**src/design/ssdp_pkg.sv**
```systemverilog
// ----------------------------------------------------------------------------
// ssdp_pkg
// Shared types, field widths and command codes of the store-set predictor.
// ----------------------------------------------------------------------------
package ssdp_pkg;

	localparam int CMD_BITS       = 3;
	localparam int TAG_FIELD_BITS = 8;
	localparam int PC_INDEX_BITS  = 10;
	localparam int SET_ID_BITS    = 7;
	localparam int SET_ID_RANGE   = 2 ** SET_ID_BITS;

	localparam int SSIT_ENTRIES_DEF = 1024;
	localparam int LFMT_ENTRIES_DEF = 128;
	localparam int TAG_BITS_DEF     = 8;

	localparam logic [CMD_BITS-1:0] CMD_INSERT     = CMD_BITS'(0);
	localparam logic [CMD_BITS-1:0] CMD_REMOVE     = CMD_BITS'(1);
	localparam logic [CMD_BITS-1:0] CMD_VIOLATION  = CMD_BITS'(2);
	localparam logic [CMD_BITS-1:0] CMD_RESET_LAST = CMD_BITS'(3);
	localparam logic [CMD_BITS-1:0] CMD_CLEAR_ALL  = CMD_BITS'(4);

	typedef struct packed {
		logic [CMD_BITS-1:0]       command;
		logic [TAG_FIELD_BITS-1:0] inst_tag;
		logic [PC_INDEX_BITS-1:0]  pc_index;
		logic                      is_store;
		logic                      inst_set_valid;
		logic [SET_ID_BITS-1:0]    inst_set_id;
		logic [PC_INDEX_BITS-1:0]  young_index;
		logic                      young_set_valid;
		logic [SET_ID_BITS-1:0]    young_set_id;
	} req_t;

	typedef struct packed {
		logic                      set_valid;
		logic [SET_ID_BITS-1:0]    set_id;
		logic                      dep_valid;
		logic [TAG_FIELD_BITS-1:0] dep_tag;
		logic                      last_table_empty;
	} rsp_t;

	// controller -> datapath
	typedef struct packed {
		logic capture;
		logic red;
		logic ins_ssit_rd;
		logic ins_lfmt_rd;
		logic ins_upd;
		logic rem_rd;
		logic rem_upd;
		logic vio_old;
		logic vio_young;
		logic clr_start;
		logic clr_all;
		logic clr_step;
		logic rsp_load;
	} dp_cmd_t;

	// datapath -> controller
	typedef struct packed {
		logic [CMD_BITS-1:0] op;
		logic                clr_last;
		logic                rsp_full;
	} dp_status_t;

endpackage

```
**src/design/ssdp_ctrl.sv**
```systemverilog
// ----------------------------------------------------------------------------
// ssdp_ctrl
// Sequencer of the store-set predictor: steps one command through reads,
// writes, clearing sweeps and the result register.
// ----------------------------------------------------------------------------
module ssdp_ctrl import ssdp_pkg::*; (
	input  logic       clk,
	input  logic       arst_n,
	input  logic       req_valid,
	output logic       req_stall,
	output dp_cmd_t    cmd,
	input  dp_status_t status
);

	typedef enum logic [3:0] {
		S_INIT,
		S_IDLE,
		S_RED,
		S_INS_SSIT,
		S_INS_LFMT,
		S_INS_UPD,
		S_REM_RD,
		S_REM_UPD,
		S_VIO_OLD,
		S_VIO_YOUNG,
		S_CLR,
		S_OUT
	} state_t;

	state_t state_q, state_d;

	assign req_stall = (state_q != S_IDLE);

	always_comb begin
		state_d = state_q;
		cmd     = '0;
		case (state_q)
			S_INIT: begin
				cmd.clr_step = 1'b1;
				if (status.clr_last) begin
					state_d = S_IDLE;
				end
			end
			S_IDLE: begin
				if (req_valid) begin
					cmd.capture = 1'b1;
					state_d     = S_RED;
				end
			end
			S_RED: begin
				cmd.red = 1'b1;
				case (status.op)
					CMD_INSERT:    state_d = S_INS_SSIT;
					CMD_REMOVE:    state_d = S_REM_RD;
					CMD_VIOLATION: state_d = S_VIO_OLD;
					CMD_RESET_LAST: begin
						cmd.clr_start = 1'b1;
						state_d       = S_CLR;
					end
					CMD_CLEAR_ALL: begin
						cmd.clr_start = 1'b1;
						cmd.clr_all   = 1'b1;
						state_d       = S_CLR;
					end
					default:       state_d = S_OUT;
				endcase
			end
			S_INS_SSIT: begin
				cmd.ins_ssit_rd = 1'b1;
				state_d         = S_INS_LFMT;
			end
			S_INS_LFMT: begin
				cmd.ins_lfmt_rd = 1'b1;
				state_d         = S_INS_UPD;
			end
			S_INS_UPD: begin
				cmd.ins_upd = 1'b1;
				state_d     = S_OUT;
			end
			S_REM_RD: begin
				cmd.rem_rd = 1'b1;
				state_d    = S_REM_UPD;
			end
			S_REM_UPD: begin
				cmd.rem_upd = 1'b1;
				state_d     = S_OUT;
			end
			S_VIO_OLD: begin
				cmd.vio_old = 1'b1;
				state_d     = S_VIO_YOUNG;
			end
			S_VIO_YOUNG: begin
				cmd.vio_young = 1'b1;
				state_d       = S_OUT;
			end
			S_CLR: begin
				cmd.clr_step = 1'b1;
				if (status.clr_last) begin
					state_d = S_OUT;
				end
			end
			S_OUT: begin
				// hold until the result register has room
				if (!status.rsp_full) begin
					cmd.rsp_load = 1'b1;
					state_d      = S_IDLE;
				end
			end
			default: state_d = S_IDLE;
		endcase
	end

	always_ff @(posedge clk or negedge arst_n) begin
		if (!arst_n) begin
			state_q <= S_INIT;
		end else begin
			state_q <= state_d;
		end
	end

endmodule

```
**config.mk**
```make
export PLATFORM = sky130hd
export DESIGN_NAME = ssdp_ctrl
export DESIGN_NICKNAME = d
export VERILOG_FILES = /design/src/design/ssdp_pkg.sv /design/src/design/ssdp_ctrl.sv
export SDC_FILE = /design/constraint.sdc
export NUM_CORES = 1
export LEC_CHECK = 0
export ABC_AREA = 1
export BUFFER_PORTS_ARGS = -buffer_cell sky130_fd_sc_hd__clkbuf_2
export CAP_MARGIN = 10
export CORE_AREA = 2 2 39 41
export DETAILED_ROUTE_END_ITERATION = 6
export DIE_AREA = 0 0 41 43
export GPL_ROUTABILITY_DRIVEN = 0
export GPL_TIMING_DRIVEN = 0
export PLACE_DENSITY_LB_ADDON = 0.12
export SKIP_LAST_GASP = 1
export SLEW_MARGIN = 40
export SYNTH_ARGS = -nofsm -noshare
export SYNTH_HDL_FRONTEND = slang
export SYNTH_SLANG_ARGS = --single-unit
```
**constraint.sdc**
```tcl
create_clock -name clk -period 1.77 [get_ports clk]
set_clock_uncertainty 0.2 [all_clocks]
set_input_delay 0.0885 -clock clk [delete_from_list [all_inputs] [get_ports clk]]
set_output_delay 0.0885 -clock clk [all_outputs]
set_load 0.02 [all_outputs]
```
Word-level counts from Yosys, hierarchy flattened
Index checks and enable logic that the tools add are counted.

word-level totals
  flip-flop bits (word level) = 4
  input port bits = 8
  output and inout bits = 14
  logic and storage cells = 49

cells by class
  equality and inequality tests = 20
  multiplexer cells = 22
  reductions and logical operators = 6

operators by type and width
  cell                  count
  $pmux W4 S10          1
  $eq A4 B3 Y1 const B  4
  $eq A4 B4 Y1 const B  4
  $mux W4               4
  $pmux W4 S4           1
  $mux W1               15
  $eq A4 B2 Y1 const B  2
  $ne A2 B2 Y1 const B  4
  $eq A3 B2 Y1 const B  2
  $eq A4 B1 Y1 const B  1
  $logic_not A4 Y1      1
  $ne A4 B1 Y1 const B  1
  $reduce_and A4 Y1     1
  $reduce_or A2 Y1      2
  $eq A3 B1 Y1 const B  1
  $eq A3 B3 Y1 const B  1
  $logic_not A3 Y1      1
  $reduce_or A3 Y1      1
  $mux W2               1

Longest topological paths before layout
  word-level depth = 4
  depth in mapped cells = 9
  gate-level depth less buffers = 9

Least setup slack after synthesis
No wires, ideal clock.

  path kind = register to output
  from = reg state_q[0]
  to = out cmd[3] (netlist bit)
  data arrival time = 1.207 ns
  data required time = 1.481 ns
  setup slack = 0.275 ns
  cell stages (with the launch flop) = 6
  path buffers = 1
  cells stage by stage = dfrtp_1 -> buf_6 -> nor2_2 -> nand2_1 -> nor2_1 -> a31o_2

RTL lines
  element                 line              RTL
  from (decl)             ssdp_ctrl.sv:30   state_t state_q, state_d;
  from (signal assigned)  ssdp_ctrl.sv:117  state_q <= state_d;
  to (decl)               ssdp_ctrl.sv:11   output dp_cmd_t cmd,

==> flow_summary.toml <==
[drt]
routedWlPerCell_um = 8.77
drtPass1Iterations = 4
vias_per_cell = 4.46
dr_total_vias = 540
wirelength_um = 1060
drc = 0
initialDrtViolationCount = 9
ant_nets = 0

[clock_tree]
clk_latency_ns = 0.23
root_buffer = "clkbuf_4"
htree_levels = 1
postCtsSetupBuffers = 0
numCtsBuffers = 3
cts_sinks = 4
clk_pin_slew_ns = 0.04
cts_tree = "built"
clk_path_buf_depth = 2

[power]
intPower_mw = 0.457
p_leak_nw = 0.395
swShare_pct = 54.8
switching_power_mw = 0.556
vdd_drop_max_v = 0.000465
p_comb_share_pct = 70.3
powerDensity_nw_per_um2 = 1640
p_seq_share_pct = 19.0
p_clk_share_pct = 10.7

[setup_path]
cp.arrival_ns = 1.36
crit_fanout = 8
r2r_slack_ns = 0.22
cp-start-kind = "flop"
setup.worst_path.class = "reg -> out"
worstReg2RegStart = "state_q[3]"
cp.required_ns = 1.48
rr_endpoint = "state_q[0]"
end_kind = "primary output"
ff2ff_path_depth = 9

[global_route]
grt_pass1_vias = 440
track_usage_pct = 13.7
grt_antenna_before_repair = 0
grt_max_degree = 9
grt-ovfl-total = 0
grt_pass1_wl_um = 1670

[yosys]
synth.distinct_cells = 16
ys_seq_area_share_pct = 23.6
synth_area_um2 = 424
ys_seq_elements = 4
syn-instance-count = 77
avgSynthCellArea_um2 = 5.51
ys_warn_count = 0
synth_fp_nets = 85

[worst_hold_path]
whs_endpoint = "state_q[3]"
min-delay-start = "status[1]"
hold_path_class = "in -> reg"
holdPathStages = 6

[layout]
drive_above_1_share_pct = 35.2
nets = 115
syn_to_final_growth_pct = 45.7
top_register = "state_q"
num_antenna_cells = 0
top_regs = "state_q: 4 flops"
nFillCells = 155
largest_reg_flops = 4
fin_util_pct = 44.7

[timing]
slew_violations = 0
maxSlewHeadroom_pct = 82.2
setup_violations = 0
worst_pin_slew_ns = 0.265
final.setup.tns_ns = 0
fmaxAchievable_ghz = 0.606
timing.hold.ws_ns = 0.0406
fin_crit_sh_pct = 93.2
layout_min_cycle_time_ns = 1.65
rsz0062_at_grt = "no"
hold_viol_final = 0

[place]
port_buffers = 21
dp_hpwl_um = 888

[die]
io-pin-count = 22
initial_core_util_pct = 30.7
rows = 14
core_um2 = 1380
dieArea_um2 = 1760
die_w_um = 41
die_y_um = 43

[run_status]
status = "finished, final reports clean"

[run]
drv_cap = 0
==> stage by stage <==
stage	setup WS (ns)	instances	cell area, um2	total power [mW]
finish	0.121	121	618	1.01
global route	0.00928	121	618	1.12
CTS	0.0406	121	612	1.01
detailed placement	0.292	114	549	0.884
global placement	0.277	114	549	0.893
floorplan	0.275	77	424	0.707
==> cell usage in the layout (no fill, tap or decap), drive strengths merged <==
| cell | netlist | layout |
|---|---|---|
| buf | 1 | 1 |
| a21oi | 1 | 1 |
| a31o | 1 | 1 |
| clkbuf | 0 | 24 |
| nor4 | 1 | 1 |
| nor3 | 1 | 1 |
| inv | 15 | 15 |
| dfrtp | 4 | 4 |
| nand2 | 24 | 24 |
| nor2 | 20 | 20 |
| nand3 | 5 | 5 |
| o21ai | 4 | 4 |
| dlygate4sd3 | 0 | 4 |
==> timing repair <==
action | CTS | global route
hold buffers | 4 | 0
hold endpoints to repair | 5 | 0
resized for setup | 0 | 2
setup endpoints to repair | 0 | 1
==> how the worst max path moves through the flow <==
stage	from	to
after floorplan	state_q[0]	cmd[3]
after detailed placement	state_q[2]	state_q[0]
after global routing	state_q[0]	cmd[3]
after global placement	state_q[1]	cmd[3]
after CTS	state_q[1]	cmd[3]
final	state_q[0]	cmd[3]
==> power by group through the flow <==
| stage | Sequential [mW] | Clock, mW | Combinational, mW |
|---|---|---|---|
| floorplan | 0.173 | 0 | 0.534 |
| global route | 0.200 | 0.124 | 0.799 |
| finish | 0.192 | 0.108 | 0.712 |
| detailed placement | 0.184 | 0 | 0.700 |
| global placement | 0.185 | 0 | 0.708 |
| CTS | 0.183 | 0.114 | 0.710 |
==> worst max-delay path, stage by stage, from the launching register on <==
cell	delay [ns]
dfrtp_1	0.36
buf_6	0.14
nor2_2	0.11
nand2_1	0.07
nor2_1	0.13
a31o_2	0.16
clkbuf_2	0.15
==> area by class of cell <==
class | count | area (um2) | area share (%)
multi-input combinational | 57 | 262 | 42.3
timing repair buffer | 25 | 145 | 23.5
sequential | 4 | 101 | 16.4
inverter | 15 | 56.3 | 9.11
clock buffer | 3 | 22.5 | 3.64
tap | 16 | 20.0 | 3.24
buffer | 1 | 11.3 | 1.82
==> metal layers <==
layer	GRT usage (%)	wire, um
met1	17.9	492
met2	21.6	529
met3	0	39
met4	8.00	0
met5	0	0
==> Yosys cell counts <==
cell type | number | area, um2
a31o_2 | 1 | 8.76
o21ai_2 | 1 | 8.76
nor4_1 | 1 | 6.26
nand3_1 | 5 | 25.0
nor3_1 | 1 | 5.00
nor2_2 | 5 | 31.3
inv_2 | 2 | 7.51
nand2_1 | 22 | 82.6
buf_6 | 1 | 11.3
inv_1 | 13 | 48.8
o21ai_0 | 2 | 10.0
nand2_2 | 2 | 12.5
dfrtp_1 | 4 | 100
a21oi_1 | 1 | 5.00
o21ai_1 | 1 | 5.00
nor2_1 | 15 | 56.3
==> cells by family after synthesis <==
kind of cell	after synthesis	synth area share (%)
simple gates	51	51.6
buf+inv	16	15.9
compound gates	6	8.85
flops	4	23.6
(Power assumes the default switching activity.)
